### config.mk
export PLATFORM = sky130hd
export DESIGN_NAME = hex_record_version_extractor_unit
export DESIGN_NICKNAME = d
export VERILOG_FILES = /design/src/hrve_pkg.sv /design/src/hrve_parser.sv /design/src/hex_record_version_extractor_unit.sv
export SDC_FILE = /design/constraint.sdc
export NUM_CORES = 1
export LEC_CHECK = 0
export CAP_MARGIN = 20
export CORE_UTILIZATION = 35
export DETAILED_ROUTE_END_ITERATION = 7
export DONT_BUFFER_PORTS = 1
export PLACE_DENSITY = 0.5
export SETUP_SLACK_MARGIN = 0.05
export SLEW_MARGIN = 30
export SYNTH_ARGS = -nofsm -noshare
export SYNTH_HDL_FRONTEND = slang
export SYNTH_SLANG_ARGS = --single-unit
### constraint.sdc
create_clock -name clock -period 12.55 [get_ports clock]
set_input_delay 0.6275 -clock clock [delete_from_list [all_inputs] [get_ports clock]]
set_output_delay 0.6275 -clock clock [all_outputs]
set_load 0.005 [all_outputs]
### src/hrve_pkg.sv
// shared types and constants for the hex record version extractor
// no dependencies; imported by the parser and the top level
`timescale 1ns / 1ps
`default_nettype none

package hrve_pkg;

   localparam int unsigned MARKER_CHARS = 15;
   localparam int unsigned POS_WIDTH    = 10;

   // extended-address record that announces the version record, first char in the msbs
   localparam logic [MARKER_CHARS*8-1:0] MARKER_TEXT = ":020000040020DA";

   localparam logic [7:0] CH_LF    = 8'h0A;
   localparam logic [7:0] CH_CR    = 8'h0D;
   localparam logic [7:0] CH_COLON = 8'h3A;

   localparam logic [7:0]           MAX_LENGTH = 8'd251;
   localparam logic [POS_WIDTH-1:0] POS_MAX    = '1;

   // version status after one character, also the result transaction contents
   typedef struct packed {
      logic        version_valid;
      logic [15:0] major_version;
      logic [15:0] minor_version;
      logic        parse_stopped;
   } status_type;

endpackage

`default_nettype wire

### src/hrve_parser.sv
// per-character parser state and its combinational next-state logic
// depends on hrve_pkg
`timescale 1ns / 1ps
`default_nettype none

module hrve_parser (
   input  wire logic                clock,
   input  wire logic                reset,
   input  wire logic                step_en,
   input  wire logic [7:0]          text_char,
   input  wire logic                final_char,
   output hrve_pkg::status_type     status
);
   import hrve_pkg::*;

   typedef struct packed {
      logic [7:0]      rec_len;
      logic [7:0]      byte_sum;
      logic [3:0][7:0] data;
      logic            rec_done;
      logic            stopped;
      logic            ver_valid;
      logic [15:0]     ver_major;
      logic [15:0]     ver_minor;
   } rec_state_type;

   typedef struct packed {
      logic       ok;
      logic [3:0] value;
   } hex_digit_type;

   function automatic hex_digit_type hex_decode(logic [7:0] c);
      hex_digit_type h;
      h = '0;
      if (c >= "0" && c <= "9") begin
         h.ok    = 1'b1;
         h.value = 4'(c - "0");
      end else if (c >= "A" && c <= "F") begin
         h.ok    = 1'b1;
         h.value = 4'(c - "A" + 8'd10);
      end else if (c >= "a" && c <= "f") begin
         h.ok    = 1'b1;
         h.value = 4'(c - "a" + 8'd10);
      end
      return h;
   endfunction

   function automatic rec_state_type finish_record(rec_state_type s, logic [7:0] cks);
      rec_state_type r;
      r = s;
      r.rec_done = 1'b1;
      if (8'(8'd0 - s.byte_sum) == cks) begin
         r.ver_valid = 1'b1;
         r.ver_major = {s.data[1], s.data[0]};
         r.ver_minor = {s.data[3], s.data[2]};
      end else begin
         r.stopped = 1'b1;
      end
      return r;
   endfunction

   // one record byte: length, then address/type/data into the sum, then the checksum
   function automatic rec_state_type add_byte(rec_state_type s, logic [8:0] idx,
                                              logic [7:0] val);
      rec_state_type r;
      logic [8:0]    lim;
      r   = s;
      lim = {1'b0, s.rec_len} + 9'd4;
      if (idx == '0) begin
         r.rec_len = val;
         if (val > MAX_LENGTH) begin
            r.stopped = 1'b1;
         end else begin
            r.byte_sum = 8'(s.byte_sum + val);
         end
      end else if (idx < lim) begin
         r.byte_sum = 8'(s.byte_sum + val);
         if (idx[8:2] == 7'd1) begin
            r.data[idx[1:0]] = val;
         end
      end else if (idx == lim) begin
         r = finish_record(s, val);
      end
      return r;
   endfunction

   rec_state_type              rec_ff, rec_in;
   logic [MARKER_CHARS*8-1:0]  recent_ff, recent_in;
   logic [POS_WIDTH-1:0]       pos_ff, pos_in;
   logic [3:0]                 high_ff, high_in;
   logic                       marker_ff, marker_in;
   logic                       expect_ff, expect_in;
   logic                       cr_ff, cr_in;

   hex_digit_type              hex_v;
   logic [POS_WIDTH-1:0]       digits;
   logic [POS_WIDTH-1:0]       end_digits;
   logic [MARKER_CHARS*8-1:0]  shifted;
   logic                       line_end;

   assign hex_v   = hex_decode(text_char);
   assign digits  = pos_ff - 1'b1;
   assign shifted = {recent_ff[(MARKER_CHARS-1)*8-1:0], text_char};

   always_comb begin
      rec_in     = rec_ff;
      recent_in  = recent_ff;
      pos_in     = pos_ff;
      high_in    = high_ff;
      marker_in  = marker_ff;
      expect_in  = expect_ff;
      cr_in      = cr_ff;
      line_end   = 1'b0;
      end_digits = '0;

      if (step_en && !rec_ff.stopped) begin
         if (cr_ff) begin
            // a held carriage return is only legal right before the newline
            cr_in = 1'b0;
            if (text_char == CH_LF) begin
               line_end = 1'b1;
            end else begin
               rec_in.stopped = 1'b1;
            end
         end else if (text_char == CH_LF) begin
            if (pos_ff == '0) begin
               rec_in.stopped = 1'b1;
            end else begin
               line_end = 1'b1;
            end
         end else begin
            if (pos_ff == '0) begin
               if (text_char != CH_COLON) begin
                  rec_in.stopped = 1'b1;
               end else begin
                  pos_in = POS_WIDTH'(1);
                  if (!expect_ff) begin
                     recent_in = shifted;
                     if (shifted == MARKER_TEXT) marker_in = 1'b1;
                  end
               end
            end else if (expect_ff) begin
               if (!rec_ff.rec_done) begin
                  if (text_char == CH_CR) begin
                     cr_in = 1'b1;
                  end else if (!hex_v.ok) begin
                     rec_in.stopped = 1'b1;
                  end else begin
                     if (!digits[0]) begin
                        high_in = hex_v.value;
                     end else begin
                        rec_in = add_byte(rec_ff, digits[POS_WIDTH-1:1],
                                          {high_ff, hex_v.value});
                     end
                     if (pos_ff != POS_MAX) pos_in = pos_ff + 1'b1;
                  end
               end
            end else begin
               recent_in = shifted;
               if (shifted == MARKER_TEXT) marker_in = 1'b1;
               if (pos_ff != POS_MAX) pos_in = pos_ff + 1'b1;
            end
            if (final_char && !rec_in.stopped) line_end = 1'b1;
         end
      end

      if (line_end) begin
         end_digits = pos_in - 1'b1;
         if (expect_ff) begin
            // short record: lone digit is a byte, missing bytes read as zero
            if (!rec_in.rec_done && !rec_in.stopped) begin
               if (end_digits[0]) begin
                  rec_in = add_byte(rec_in, end_digits[POS_WIDTH-1:1], {4'd0, high_in});
               end
               if (!rec_in.rec_done && !rec_in.stopped) begin
                  rec_in = finish_record(rec_in, 8'd0);
               end
            end
            expect_in = 1'b0;
         end else if (marker_in) begin
            if (final_char) begin
               rec_in.stopped = 1'b1;
            end else begin
               expect_in = 1'b1;
            end
         end
         recent_in       = '0;
         pos_in          = '0;
         marker_in       = 1'b0;
         high_in         = '0;
         cr_in           = 1'b0;
         rec_in.rec_len  = '0;
         rec_in.byte_sum = '0;
         rec_in.data     = '0;
         rec_in.rec_done = 1'b0;
      end
   end

   always_ff @(posedge clock) begin
      if (reset) begin
         rec_ff    <= '0;
         recent_ff <= '0;
         pos_ff    <= '0;
         high_ff   <= '0;
         marker_ff <= 1'b0;
         expect_ff <= 1'b0;
         cr_ff     <= 1'b0;
      end else begin
         rec_ff    <= rec_in;
         recent_ff <= recent_in;
         pos_ff    <= pos_in;
         high_ff   <= high_in;
         marker_ff <= marker_in;
         expect_ff <= expect_in;
         cr_ff     <= cr_in;
      end
   end

   // field order of status_type: valid, major, minor, stopped
   assign status = {rec_in.ver_valid, rec_in.ver_major, rec_in.ver_minor, rec_in.stopped};

endmodule

`default_nettype wire

### src/hex_record_version_extractor_unit.sv
// top level of the hex record version extractor: stream ports and result register
// depends on hrve_pkg and hrve_parser
`timescale 1ns / 1ps
`default_nettype none

// Takes Intel HEX text one character per req transaction (tlast marks the last
// character of the text) and returns one rsp transaction per character with the
// version status after that character. A line holding the record ":020000040020DA"
// makes the next line a version record; when its checksum matches, major and minor
// come from data bytes 0-1 and 2-3, little endian, and version_valid is set. A bad
// first character, bad checksum, bad hex digit, record length above 251, carriage return
// not followed by a newline, empty line or marker on the final line sets parse_stopped for
// good and later characters change nothing. Throughput is one character per clock while
// rsp is free or being drained: every character is handled by one pass of the parser's
// next-state logic into its state registers and the rsp register, so the response shows
// up in the cycle after the character is accepted. No clearing pass is needed after reset.
module hex_record_version_extractor_unit (
   input  wire logic        clock,
   input  wire logic        reset,
   // request stream
   input  wire logic        req_tvalid,
   output logic             req_tready,
   input  wire logic [7:0]  req_tdata,   // [7:0] text_char
   input  wire logic        req_tlast,   // final_char
   // response stream
   output logic             rsp_tvalid,
   input  wire logic        rsp_tready,
   output logic [31:0]      rsp_tdata,   // [15:0] major_version, [31:16] minor_version
   output logic [1:0]       rsp_tuser    // [0] version_valid, [1] parse_stopped
);
   import hrve_pkg::*;

   logic       req_accept;
   status_type next_status;
   status_type rsp_status_ff, rsp_status_in;
   logic       rsp_valid_ff, rsp_valid_in;

   // take a character whenever the result register is empty or drains this cycle
   assign req_tready = !rsp_valid_ff || rsp_tready;
   assign req_accept = req_tvalid && req_tready;

   hrve_parser u_parser (
      .clock      (clock),
      .reset      (reset),
      .step_en    (req_accept),
      .text_char  (req_tdata),
      .final_char (req_tlast),
      .status     (next_status)
   );

   // result register holds status after the accepted character
   always_comb begin
      rsp_status_in = rsp_status_ff;
      rsp_valid_in  = rsp_valid_ff && !rsp_tready;
      if (req_accept) begin
         rsp_status_in = next_status;
         rsp_valid_in  = 1'b1;
      end
   end

   always_ff @(posedge clock) begin
      if (reset) begin
         rsp_valid_ff <= 1'b0;
      end else begin
         rsp_valid_ff <= rsp_valid_in;
      end
   end

   // payload only, no reset needed
   always_ff @(posedge clock) begin
      rsp_status_ff <= rsp_status_in;
   end

   assign rsp_tvalid = rsp_valid_ff;
   assign rsp_tdata  = {rsp_status_ff.minor_version, rsp_status_ff.major_version};
   assign rsp_tuser  = {rsp_status_ff.parse_stopped, rsp_status_ff.version_valid};

endmodule

`default_nettype wire

# [Word level (Yosys, flattened, before mapping)]
# Cells that the tools add are included.
[word_totals] out_inout_bits=36 regBits=255 elab_cells=212 input_bits=13
[op_classes] n_lt_le_gt_ge=13 reduce_logical=26 mux=122 bitwise=2 n_eq_ne=12 n_addsub=15
[ops] operator="83-bit two-way mux" count=16
[ops] operator="120-bit two-way mux" count=3
[ops] operator="33-bit two-way mux" count=10
[ops] operator="75-bit two-way mux" count=4
[ops] operator="49-bit two-way mux" count=4
[ops] operator="35-bit two-way mux" count=4
[ops] operator="120-bit by 118-bit equality test with 1-bit output (second input constant)" count=1
[ops] operator="34-bit two-way mux" count=3
[ops] operator="10-bit two-way mux" count=10
[ops] operator="40-bit two-way mux" count=2
[ops] operator="67-bit two-way mux" count=1
[ops] operator="32-bit bitwise mux" count=2
[ops] operator="32-bit two-way mux" count=2
[ops] operator="1-bit two-way mux" count=41
[ops] operator="8-bit two-way mux" count=5
[ops] operator="4-bit two-way mux" count=9
[ops] operator="8-bit demux with 2-bit select" count=2
[ops] operator="1-bit by 8-bit subtractor with 8-bit output (first input constant)" count=3
[ops] operator="10-bit by 1-bit subtractor with 10-bit output (second input constant)" count=2
[ops] operator="8-bit by 3-bit adder with 9-bit output (second input constant)" count=2
[ops] operator="9-bit equality test" count=2
[ops] operator="9-bit logical NOT" count=2
[ops] operator="9-bit less-than comparator" count=2
[ops] operator="8-bit by 4-bit equality test with 1-bit output (second input constant)" count=2
[ops] operator="28 further kinds" count=56

# [Longest topological paths before layout]
[logic_depth] depth_word=50 mapped_depth=29 mapped_depth_nobuf=26

# [Modules after synthesis]
# A second synthesis with hierarchy kept.
[unflattened] cells_unflattened=1533 area_unflattened_um2=12972.4
[modules_own_cells] mod="hrve_parser" seq_area_each_um2=4244.1 n_inst=1 area_each_um2=11896.4 cells_per_inst=1494
[modules_own_cells] mod="hex_record_version_extractor_unit" seq_area_each_um2=1041.0 n_inst=1 area_each_um2=1076.0 cells_per_inst=39

# [Worst setup path after synthesis]
# Ideal clock, no wire load.
[synth_timing] kind="input to register" from="input port req_tdata[1]" to="register rsp_status_ff, in the netlist rsp_tdata[3] (data pin)" path_buffers=3 required_ns=12.274 path_slack_ns=5.964 arrival_ns=6.310 path_stages=24 setup_ns=0.276 path_cell_list="inv_1 -> ha_1 -> o21bai_1 -> a21oi_1 -> nor2_1 -> or4_1 -> buf_2 -> nor4_1 -> clkbuf_1 -> o21ai_0 -> ha_1 -> nor2b_1 -> o21a_1 -> o21a_1 -> o21ai_0 -> a21oi_1 -> o211ai_1 -> nand4_1 -> or4_4 -> or4b_1 -> buf_2 -> mux2i_1 -> nor3_1 -> a211oi_1"
[synth_rtl] element="start: declaration" line="hex_record_version_extractor_unit.sv:23" text="input wire logic [7:0] req_tdata,"
[synth_rtl] element="end signal: assignment" line="hex_record_version_extractor_unit.sv:71" text="rsp_status_ff <= rsp_status_in;"
[synth_rtl] element="end: declaration" line="hex_record_version_extractor_unit.sv:35" text="status_type rsp_status_ff, rsp_status_in;"

==> flow_metrics.py <==
metrics = {
    "power_and_ir_drop": {
        "p_per_area_nw_per_um2": 128,
        "peakVddDrop_uv": 94.0,
        "leakagePower_uw": 0.00565,
        "p_total_uw": 1900,
    },
    "cells_and_area": {
        "register_area_um2": 5290,
        "fin_util_pct": 40.2,
        "final_common_cell": "nand2_1",
        "antennaDiodeCount": 0,
        "multi_input_area_um2": 7440,
        "nets": 1588,
        "num-fill-cells": 3794,
        "drive_gt1_share_pct": 7.32,
        "mostFrequentLayoutCells": "nand2_1, dfxtp_1, a21oi_1, nor2_1, mux2i_1",
        "design_area_um2": 14900,
        "syn_to_final_growth_pct": 12.0,
    },
    "synthesis": {
        "synthDominantCellAreaShare_pct": 32.1,
        "yosys.area.top_type": "dfxtp_1",
        "synth_edf_count": 34,
        "yosysWarnings": 0,
        "ys_seq_area_share_pct": 39.8,
        "syn-mean-instance-area_um2": 8.38,
        "synth.distinct_cells": 89,
        "synth_area_um2": 13300,
        "async_flop_share_pct": 0,
        "syn_nets": 1640,
        "synth_area_leaders": "dfxtp_1, nand2_1, edfxtp_1",
        "synth_ff_type": "dfxtp_1",
        "synthCells": 1584,
        "ys_seq_elements": 247,
    },
    "timing": {
        "fin_tns_setup_ns": 0,
        "worstMarginPinSlew_ns": 1.01,
        "post-route-period-util_pct": 59.5,
        "relSlewSlack_pct": 32.4,
        "postLayoutSetupSlackWorst_ns": 5.09,
        "finalHoldViolations": 0,
        "finalClockSkew_ns": 0.0322,
        "finalMaxSlewViolations": 0,
        "clock.fmax_ghz": 0.134,
        "period_needed_ns": 7.46,
        "finalSetupViolCount": 0,
        "grt_setup_unrepaired": "no",
    },
    "drt": {
        "via_per_inst": 5.51,
        "routed_wl_mm": 39.2,
        "drt_iter0_drc": 756,
        "via_count": 11400,
        "drc": 0,
        "wl_per_cell_um": 19.0,
        "ant_nets": 0,
        "dr.pass1.iters": 5,
    },
    "setup_path": {
        "r2r_end": "rsp_tdata[11]$_DFFE_PP_",
        "critPathCapture": "rsp_tdata[11]$_DFFE_PP_",
        "rrSetupSlack_ns": 5.09,
        "path_class": "reg2reg",
        "cp.required_ns": 12.84,
        "r2r_start": "u_parser.pos_ff[0]$_SDFF_PP0_",
        "arrival_ns": 7.75,
        "crit_path_start": "u_parser.pos_ff[0]$_SDFF_PP0_",
        "cp_max_fo": 16,
        "start_kind": "flop",
        "reg2regPathDepth": 22,
        "worstSetupEndpointType": "flop",
    },
    "placement": {
        "placed_cell_area_um2": 13600,
        "gp_congestion": 0.904,
        "dp_hpwl_mm": 26.8,
        "portBuffers": 0,
        "dp_slack_ns": 4.65,
    },
    "floorplan": {
        "boundaryPins": 49,
        "rows": 70,
        "initial_utilization_pct": 35.9,
        "fp.dieArea_um2": 38700,
        "die_w_um": 197,
        "die_h_um": 197,
        "coreArea_um2": 37000,
    },
    "grt": {
        "grt_max_degree": 105,
        "gr-usage-all-layers_pct": 20.4,
        "antenna_found_initial": 0,
        "grt_pass1_wl_mm": 62.9,
        "grt_overflow_total": 0,
        "grt_pass1_vias": 11200,
    },
    "cts": {
        "tritoncts": "built",
        "cts_setup_buffers": 0,
        "path_clk_slew_ns": 0.07,
        "htreeDepth": 1,
        "cts_root_buf": "clkbuf_16",
        "ctsHoldBuffers": 0,
        "cts-resized-gates": 0,
        "cts_buffers": 31,
        "clock_latency_ns": 0.58,
        "clock_path_buffers": 3,
        "clock-sinks": 247,
    },
    "job": {
        "cap_violations": 0,
    },
    "status": {
        "status": "complete, no violations",
    },
    "hold_path": {
        "hold_start": "reset",
        "min_path_type": "in2reg",
    },
}
## area by class of cell
type,instances,area share (%)
Multi-Input combinational cell,1191,50.0
Sequential cell,247,35.6
Clock buffer,37,5.57
Tap cell,504,4.24
Clock inverter,21,2.60
Inverter,45,1.14
Timing Repair Buffer,16,0.859
## metrics by stage
stage               cells  hold WS, ns
CTS                  2061       0.0925
global route         2061        0.101
finish               2061        0.130
detailed placement   2003        0.449
global placement     2003        0.445
floorplan            1584        0.432
## layer usage
layer / GRT usage [%] / share of wire [%] / vias to the layer above
met5: 0 / 0 / -
met4: 7.21 / 3.2 / 0
met3: 2.67 / 3.5 / 65
met2: 35.7 / 48 / 234
met1: 25.5 / 45 / 5461
li1: - / - / 5601
## logic make-up (layout without fill, tap and decap cells)
group	after synthesis	after routing	synth area share, %
adders and majority gates	43	43	4.17
muxes	101	101	7.67
xor gates and xnor gates	41	41	2.70
buffers and inverters	146	119	4.40
and+or+nand+nor	660	660	24.4
DFF	247	247	39.8
AOI/OAI and AO/OA	346	346	16.9
## flip-flops by register name (all words and copies together) (netlist names), 2 cells and up
name	cells
rsp_tdata	32
u_parser.recent_ff	112
rsp_tuser	2
u_parser.rec_ff	83
u_parser.pos_ff	10
u_parser.high_ff	4
## critical path, cell delays in order, from the launching register on
cell	delay, ns
dfxtp_1	0.46
clkinv_1	0.32
ha_1	0.30
nand3_1	0.30
nand3_1	0.48
or4_1	0.75
nor4_2	0.30
buf_4	0.27
mux2i_1	0.32
inv_1	0.10
ha_1	0.29
inv_1	0.04
ha_1	0.30
o21a_1	0.11
o21ai_0	0.16
a21oi_1	0.09
o211ai_1	0.34
nand4_1	0.28
or4_4	0.51
nor4_2	0.63
nor2_1	0.12
a2111oi_1	0.53
a211oi_1	0.15
## Yosys cell counts, types with 8 or more instances
library cell	instances
or2_2	11
a31oi_1	10
edfxtp_1	34
clkbuf_1	77
o21ai_0	24
a211o_1	12
o211ai_1	21
or4_1	8
mux2i_1	95
nor2b_1	14
nor3b_1	8
o32ai_1	13
nand4_1	20
dfxtp_1	213
nand3_1	30
nor3_1	40
and3_1	14
nand2_1	278
xor2_1	20
inv_1	44
o22ai_1	20
and2_1	11
nor4b_1	20
buf_2	13
a211oi_1	24
a21oi_1	152
nor2_1	119
o21a_1	8
xnor2_1	21
or3_1	29
nor4_1	22
ha_1	41
## worst min-delay path by stage
stage,end,slack [ns],depth (start not counted)
floorplan,u_parser.recent_ff[105]$_SDFFE_PP0P_,0.43,2
global placement,u_parser.recent_ff[109]$_SDFFE_PP0P_,0.45,2
detailed placement,u_parser.recent_ff[109]$_SDFFE_PP0P_,0.45,2
CTS,u_parser.rec_ff[32]$_SDFF_PP0_,0.09,1
global route,u_parser.rec_ff[32]$_SDFF_PP0_,0.10,1
finish,u_parser.rec_ff[32]$_SDFF_PP0_,0.13,1
## power breakdown
part           internal [uW]  leakage (uW)  switching [uW]  total (uW)
Combinational           8.09       0.00300            27.3        35.4
Clock                    679      0.000592             371        1050
Sequential               807       0.00205            3.68         811
Power figures use the tool's default switching activity.
